**src/design/trpc_pkg.sv**
```systemverilog
// Shared constants and types for the triangle pixel coverage test unit.
// Used by trpc_project and triangle_pixel_coverage_test_unit; no dependencies.
`timescale 1ns / 1ps

package trpc_pkg;

  // Field and register widths.
  localparam int unsigned CoordW    = 24;
  localparam int unsigned PixW      = 12;
  localparam int unsigned DimW      = 13;
  localparam int unsigned ColorW    = 32;
  localparam int unsigned IndexW    = 24;
  localparam int unsigned MaxDim    = 4096;

  // Screen coordinates are signed with 13 integer and FracBits fraction bits.
  localparam int unsigned FracBits  = 8;
  localparam int unsigned ScrW      = 13 + FracBits + 1;

  // Projection divider: one quotient bit per stage.
  localparam int unsigned DivSteps  = ScrW;
  localparam int unsigned MagW      = CoordW + 1;
  localparam int unsigned DenW      = CoordW + 1;
  localparam int unsigned ProdW     = MagW + DimW;
  localparam int unsigned DivW      = DenW + DivSteps;

  // Projection latency: sum, multiply, range check, divide steps, sign fixup.
  localparam int unsigned ProjLat   = 3 + DivSteps + 1;

  // Edge test: edge vectors, cross products, compare and output.
  localparam int unsigned EdgeW     = ScrW + 1;
  localparam int unsigned CrossW    = 2 * EdgeW + 1;
  localparam int unsigned TotalLat  = 1 + ProjLat + 3;

  // Register map, selected by paddr[2].
  localparam logic RegFrameWidth  = 1'b0;
  localparam logic RegFrameHeight = 1'b1;

  typedef logic signed [CoordW-1:0] coord_t;
  typedef logic signed [ScrW-1:0]   scr_t;
  typedef logic        [DimW-1:0]   dim_t;

  // Per-request sideband carried alongside the projection units.
  typedef struct packed {
    logic [PixW-1:0]   px;
    logic [PixW-1:0]   py;
    logic [ColorW-1:0] color;
    logic [IndexW-1:0] index;
    logic              invalid;
    logic              in_frame;
  } side_t;

endpackage

```
**src/design/trpc_project.sv**
```systemverilog
// Pipelined perspective projection of one coordinate to screen fixed point.
// Depends on trpc_pkg; one request per cycle.
`timescale 1ns / 1ps

module trpc_project (
  input  logic            clk_i,
  input  trpc_pkg::coord_t v_i,
  input  trpc_pkg::coord_t z_i,
  input  trpc_pkg::dim_t   dim_i,
  output trpc_pkg::scr_t   scr_o
);
  import trpc_pkg::*;

  logic signed [MagW-1:0] sum_d;
  logic [MagW-1:0]  mag_q;
  logic             neg1_q;
  logic [DenW-1:0]  den1_q;
  dim_t             dim1_q;

  logic [DivW-1:0]  num2_q;
  logic             neg2_q;
  logic [DenW-1:0]  den2_q;

  logic [DivW-1:0]     rem_q [DivSteps+1];
  logic [DivSteps-1:0] quo_q [DivSteps+1];
  logic [DenW-1:0]     den_q [DivSteps+1];
  logic                neg_q [DivSteps+1];
  logic                ovf_q [DivSteps+1];

  logic [DivSteps:0]   qn_d;
  scr_t                scr_d;
  scr_t                scr_q;

  // Numerator sign and magnitude of v + z; the divisor is 2z.
  assign sum_d = MagW'(v_i) + MagW'(z_i);

  always_ff @(posedge clk_i) begin
    mag_q  <= sum_d[MagW-1] ? MagW'(-sum_d) : MagW'(sum_d);
    neg1_q <= sum_d[MagW-1];
    den1_q <= {z_i, 1'b0};
    dim1_q <= dim_i;
  end

  // Scale by the frame dimension and the fraction bits.
  always_ff @(posedge clk_i) begin
    num2_q <= DivW'({ProdW'(mag_q) * ProdW'(dim1_q), {FracBits{1'b0}}});
    neg2_q <= neg1_q;
    den2_q <= den1_q;
  end

  // Flag quotients that do not fit the divider, then start it.
  always_ff @(posedge clk_i) begin
    rem_q[0] <= num2_q;
    quo_q[0] <= '0;
    den_q[0] <= den2_q;
    neg_q[0] <= neg2_q;
    ovf_q[0] <= num2_q >= (DivW'(den2_q) << DivSteps);
  end

  // Restoring division, most significant quotient bit first.
  for (genvar k = 0; k < DivSteps; k++) begin : g_step
    logic [DivW-1:0]     sub_d;
    logic                take_d;
    logic [DivSteps-1:0] quo_d;

    assign sub_d  = DivW'(den_q[k]) << (DivSteps - 1 - k);
    assign take_d = rem_q[k] >= sub_d;

    // This step's quotient bit joins the bits found so far.
    always_comb begin
      quo_d = quo_q[k];
      quo_d[DivSteps-1-k] = take_d;
    end

    always_ff @(posedge clk_i) begin
      if (take_d) begin
        rem_q[k+1] <= rem_q[k] - sub_d;
      end else begin
        rem_q[k+1] <= rem_q[k];
      end
      quo_q[k+1] <= quo_d;
      den_q[k+1] <= den_q[k];
      neg_q[k+1] <= neg_q[k];
      ovf_q[k+1] <= ovf_q[k];
    end
  end

  // Floor toward minus infinity and saturate to the screen range.
  always_comb begin
    qn_d = {1'b0, quo_q[DivSteps]} + (DivSteps+1)'(rem_q[DivSteps] != '0);
    if (!neg_q[DivSteps]) begin
      if (ovf_q[DivSteps] || quo_q[DivSteps][DivSteps-1]) begin
        scr_d = {1'b0, {(ScrW-1){1'b1}}};
      end else begin
        scr_d = scr_t'(quo_q[DivSteps]);
      end
    end else begin
      if (ovf_q[DivSteps] || qn_d > ((DivSteps+1)'(1) << (ScrW-1))) begin
        scr_d = {1'b1, {(ScrW-1){1'b0}}};
      end else begin
        scr_d = scr_t'(-qn_d);
      end
    end
  end

  always_ff @(posedge clk_i) begin
    scr_q <= scr_d;
  end

  assign scr_o = scr_q;

endmodule

```
**config.mk**
```make
export PLATFORM = sky130hd
export DESIGN_NAME = trpc_project
export DESIGN_NICKNAME = d
export VERILOG_FILES = /design/src/design/trpc_pkg.sv /design/src/design/trpc_project.sv
export SDC_FILE = /design/constraint.sdc
export NUM_CORES = 2
export LEC_CHECK = 0
export ABC_AREA = 1
export BUFFER_PORTS_ARGS = -buffer_cell sky130_fd_sc_hd__buf_2
export CAP_MARGIN = 20
export CORE_MARGIN = 1
export CORE_UTILIZATION = 53
export CTS_CLUSTER_SIZE = 20
export DETAILED_ROUTE_END_ITERATION = 6
export GPL_ROUTABILITY_DRIVEN = 1
export GPL_TIMING_DRIVEN = 0
export MAX_ROUTING_LAYER = met4
export PLACE_DENSITY = 0.71
export RECOVER_POWER = 50
export SYNTH_ARGS = -nofsm -noshare
export SYNTH_HDL_FRONTEND = slang
export SYNTH_SLANG_ARGS = --single-unit
```
**constraint.sdc**
```tcl
create_clock -name clk_i -period 5.35 [get_ports clk_i]
set_clock_uncertainty 0.1 [all_clocks]
set_input_delay 0.535 -clock clk_i [delete_from_list [all_inputs] [get_ports clk_i]]
set_output_delay 0.535 -clock clk_i [all_outputs]
set_load 0.005 [all_outputs]
```
### Yosys cells after proc, flatten, opt, wreduce, memory -nomap -nowiden

Memories as Yosys holds them, arrays and structs flattened.
Cells that the tools add are included.

* register bits: 148
* RAM bits: 2208
* output and inout bits: 22
* memories kept: 5

* add/subtract/negate cells: 26
* multiply operators: 1
* magnitude comparators: 24
* multiplexer cells: 92
* bitwise operators: 22
* reductions and logical operators: 3

Memory list
* rem_q: words 23, bits a word 47, rd ports 23, clocked after memory_dff 0, write ports 23, line trpc_project.sv:24 `logic [DivW-1:0] rem_q [DivSteps+1];`
* den_q: words 23, bits a word 25, rd ports 22, clocked after memory_dff 0, write ports 23, line trpc_project.sv:26 `logic [DenW-1:0] den_q [DivSteps+1];`
* quo_q: words 23, bits a word 22, rd ports 23, clocked after memory_dff 0, write ports 23, line trpc_project.sv:25 `logic [DivSteps-1:0] quo_q [DivSteps+1];`
* neg_q: words 23, bits a word 1, rd ports 23, clocked after memory_dff 0, write ports 23, line trpc_project.sv:27 `logic neg_q [DivSteps+1];`
* ovf_q: words 23, bits a word 1, rd ports 23, clocked after memory_dff 0, write ports 23, line trpc_project.sv:28 `logic ovf_q [DivSteps+1];`

Operators by type and width (count)
* $mux W47: 22
* $mux W1: 66
* $mux W22: 3
* $ge A46 B47 Y1: 1
* $ge A47 B25 Y1: 1
* $ge A47 B26 Y1: 1
* $ge A47 B27 Y1: 1
* $ge A47 B28 Y1: 1
* $ge A47 B29 Y1: 1
* $ge A47 B30 Y1: 1
* $ge A47 B31 Y1: 1
* $ge A47 B32 Y1: 1
* $ge A47 B33 Y1: 1
* $ge A47 B34 Y1: 1
* $ge A47 B35 Y1: 1
* $ge A47 B36 Y1: 1
* $ge A47 B37 Y1: 1
* $ge A47 B38 Y1: 1
* $ge A47 B39 Y1: 1
* $ge A47 B40 Y1: 1
* $ge A47 B41 Y1: 1
* $ge A47 B42 Y1: 1
* $ge A47 B43 Y1: 1
* $ge A47 B44 Y1: 1
* 34 further kinds: 56

### Logic depth before layout (Yosys ltp)

An unclocked memory read counts as a cell.

* depth in word-level cells: 7
* gate-level depth with buffers: 24
* mapped depth without buffers: 22

### Least setup slack after synthesis

Ideal clock, no wire load.

* path kind: register to register
* start: register dim1_q[12]
* end: register num2_q[38]
* arrival: 5150 ps
* data required time: 5192 ps
* path slack: 42 ps
* stages on the path, launching flop included: 22
* buffers on the path: 2
* clock period less this slack: 5308 ps
* cell sequence: dfxtp_1 clkbuf_1 clkbuf_1 nand2_1 fa_1 fa_1 inv_1 fa_1 fa_1 inv_1 fa_1 inv_1 ha_1 nand2_1 nor2_1 inv_1 o21ai_0 a21boi_0 o21ai_0 nand2_1 a21o_1 nand2_1

* word-level cells in the longest chain between the ends: 1

Ends and longest elaborated chain
* start: declaration: line trpc_project.sv:18 `dim_t dim1_q;`
* start signal: assignment: line trpc_project.sv:41 `dim1_q <= dim_i;`
* $mul A25 B13 Y38: line trpc_project.sv:46 `num2_q <= DivW'({ProdW'(mag_q) * ProdW'(dim1_q), {FracBits{1'b0}}});`
* end signal: assignment: line trpc_project.sv:46
* end: declaration: line trpc_project.sv:20 `logic [DivW-1:0] num2_q;`

Every way passes these cells.
A chain may end at the register's enable or synchronous reset.

### Worst setup path in the final report

* start: register dim1_q[9]
* end: register num2_q[44]

Same word-level chain as after synthesis.

==> reports/metrics.cfg <==
[drt]
first_pass_iters=7
vias=87800
drc=0
final_antenna_net_count=0
viasPerCell=5.32
drt_wl_total_mm=299
wire_per_inst_um=18.1
drt_iter0_drc=8006

[synth]
ys_ff_latch=1899
synthFlopType=dfxtp_1
synthTopCellsByCount=nand2_1 (3051), inv_1 (2197), dfxtp_1 (1899), nor2_1 (1311), o21ai_0 (911)
synth_cell_types=62
yosysMostFrequentCell=nand2_1
syn-mean-instance-area_um2=7.48
synth_area_leaders=dfxtp_1 (38%), nand2_1 (11%), ha_1 (8.2%)
async_flop_share=0
synth_top_cell_by_area=dfxtp_1
synth_nets=14500
synth_top_area_share=0.376
synthCells=13500
yosysWarnings=0
synth_area_um2=101000
synth_edf_count=0
yosysSeqAreaShare=0.376

[layout]
area_delta_synth_final_pct=11.6
fin_cells=16500
final_layout_size_suffix_gt1_frac=0.0540
fillerInstances=17600
final_util=0.598
design_area_um2=113000
layout.nets=14800

[placed_design]
io_buffers=83
routabilityCongestion=1.05
post-dp-hpwl_mm=245
placedCellCount=16100
place_area_um2=105000

[clocking]
clock_sinks=1899
path_clk_slew_ns=0.07
cts_root_buffer=clkbuf_16
cts_tree=built
clk_latency_ns=0.89
numCtsBuffers=192
h-tree-depth=4
clk_path_buf_depth=3

[floorplan]
rows=159
io_pins=84
die_h_um=439
dieArea_um2=192000
core_um2=189000
initial_core_util=0.536
die_w_um=439

[sta]
relSlewSlack=0.244
period_needed_ns=5.25
finalMaxSlewViolations=0
worst_pin_slew_ns=1.12
finalCritPeriodShare=0.982
finalHoldViolations=0
holdWs_ns=0.107
setup_viol=0
grt_setup_unrepaired=yes
max_freq_ghz=0.190

[worst_setup_path]
crit_fanout=10
arrival_ns=5.88
setup.worst_path.start_class=flip-flop
criticalPathCategory=flip-flop to flip-flop
crit_path_end_kind=flip-flop
required_ns=5.98

[global_route]
grt_start_max_net_pins=19
track_usage=0.314
overflow=0
grt_first_pass_wirelength_mm=462
antenna_found_initial=11
grt_pass1_vias=83400

[outcome]
status=complete, no violations

[hold_path]
hp-class=input port to flip-flop

[job]
maxCapViolations=0

routing by layer:
metal / wire length [um] / vias up / track usage
met4: 11200 / 0 / 0.114
met1: 132000 / 40300 / 0.412
met5: 0 / - / -
met2: 134000 / 3252 / 0.490
li1: - / 43700 / -
met3: 22700 / 558 / 0.0468
layout by cell type, fill, tap and decap left out, types with 15 or more instances in the layout:
cell type / synthesis / final
nand3_1: 425 / 423
o21bai_1: 62 / 61
or2_2: 54 / 54
xnor2_1: 367 / 367
fa_1: 276 / 275
a21o_1: 78 / 78
buf_4: 8 / 37
nand4_1: 193 / 193
a21boi_0: 37 / 36
o21ai_2: 13 / 15
dlygate4sd3_1: 0 / 37
nor2_1: 1311 / 1307
nor4_1: 82 / 82
nand2_2: 9 / 16
bufinv_16: 0 / 21
xor2_1: 280 / 280
clkinvlp_4: 0 / 15
ha_1: 662 / 648
dfxtp_4: 0 / 16
clkbuf_8: 0 / 35
clkbuf_1: 96 / 96
buf_6: 4 / 24
clkbuf_16: 0 / 193
a31oi_1: 94 / 89
dfxtp_2: 0 / 19
a21oi_1: 816 / 802
clkinv_2: 0 / 27
inv_1: 2197 / 2197
buf_2: 74 / 132
nor2_2: 12 / 15
nor3_1: 197 / 195
o211ai_1: 32 / 32
o21ai_0: 911 / 905
o21ai_1: 42 / 44
nand3b_1: 61 / 61
o21a_1: 44 / 44
nand2_1: 3051 / 3044
dfxtp_1: 1899 / 1864
area by class of cell:
class | instances | area (um^2) | share of cell area
Clock buffer | 249 | 5320 | 0.0471
Clock inverter | 105 | 1570 | 0.0139
Inverter | 2212 | 8300 | 0.0736
Timing Repair Buffer | 143 | 945 | 0.00837
Antenna cell | 6 | 15.0 | 0.000133
Sequential cell | 1899 | 38100 | 0.338
Multi-Input combinational cell | 9207 | 54200 | 0.481
Tap cell | 2495 | 3120 | 0.0277
Buffer | 178 | 1200 | 0.0107
metrics by stage:
step / setup WS, ns / setup TNS (ns)
detailed placement: -1.22 / -19.53
global route: -0.0293 / -0.114
floorplan: 0.0423 / 0
global placement: -1.30 / -20.10
CTS: 0.00112 / 0
finish: 0.0959 / 0
sequential cells by signal, summed over array words and instances, names as in the netlist:
signal  flops
den1_q     24
den2_q     24
den_q     528
dim1_q     13
mag_q      25
neg1_q      1
neg2_q      1
neg_q      23
num2_q     38
ovf_q      23
quo_q     253
rem_q     924
scr_o      22
critical path, cell delays in order, from the launching register on:
cell and delay (ns):
dfxtp_4 0.42, clkbuf_8 0.21, nand2_1 0.09, fa_1 0.56, inv_1 0.06, fa_1 0.47, fa_1 0.53, fa_1 0.54
inv_1 0.05, fa_1 0.62, inv_1 0.07, ha_2 0.38, nand2_1 0.11, nor2_1 0.10, inv_1 0.07, o21ai_1 0.23
nand2_1 0.10, nand3_2 0.14, a31oi_2 0.12, xor2_1 0.16
cell families after synthesis:
logic type	count (synthesis)	synth area share
simple gates	5448	0.223
compound gates	2173	0.117
fa+ha+maj	938	0.137
buf+inv	2405	0.0908
flops	1899	0.376
xor+xnor	648	0.0562
final timing paths:
path	endpoint	startpoint	depth (start not counted)	slack, ns
max	num2_q[44]$_DFF_P_	dim1_q[9]$_DFF_P_	19	0.1
min	mag_q[0]$_DFF_P_	v_i[0]	2	0.11
max reg2reg	num2_q[44]$_DFF_P_	dim1_q[9]$_DFF_P_	19	0.1
min reg2reg	quo_q[0][173]$_DFF_P_	quo_q[0][151]$_DFF_P_	0	0.17
repair_timing:
item | 4_1_cts | 5_1_grt
hold buffers | 37 | 0
gates cloned | 0 | 1
setup endpoints to repair | 28 | 18
endpoints found under the hold margin | 37 | 0
pin swaps | 3 | 21
resized for setup | 147 | 149
buffers inserted | 2 | 20
Power is not shown: default switching activity piles up to over one toggle a cycle in this logic, so the estimate is an artifact.
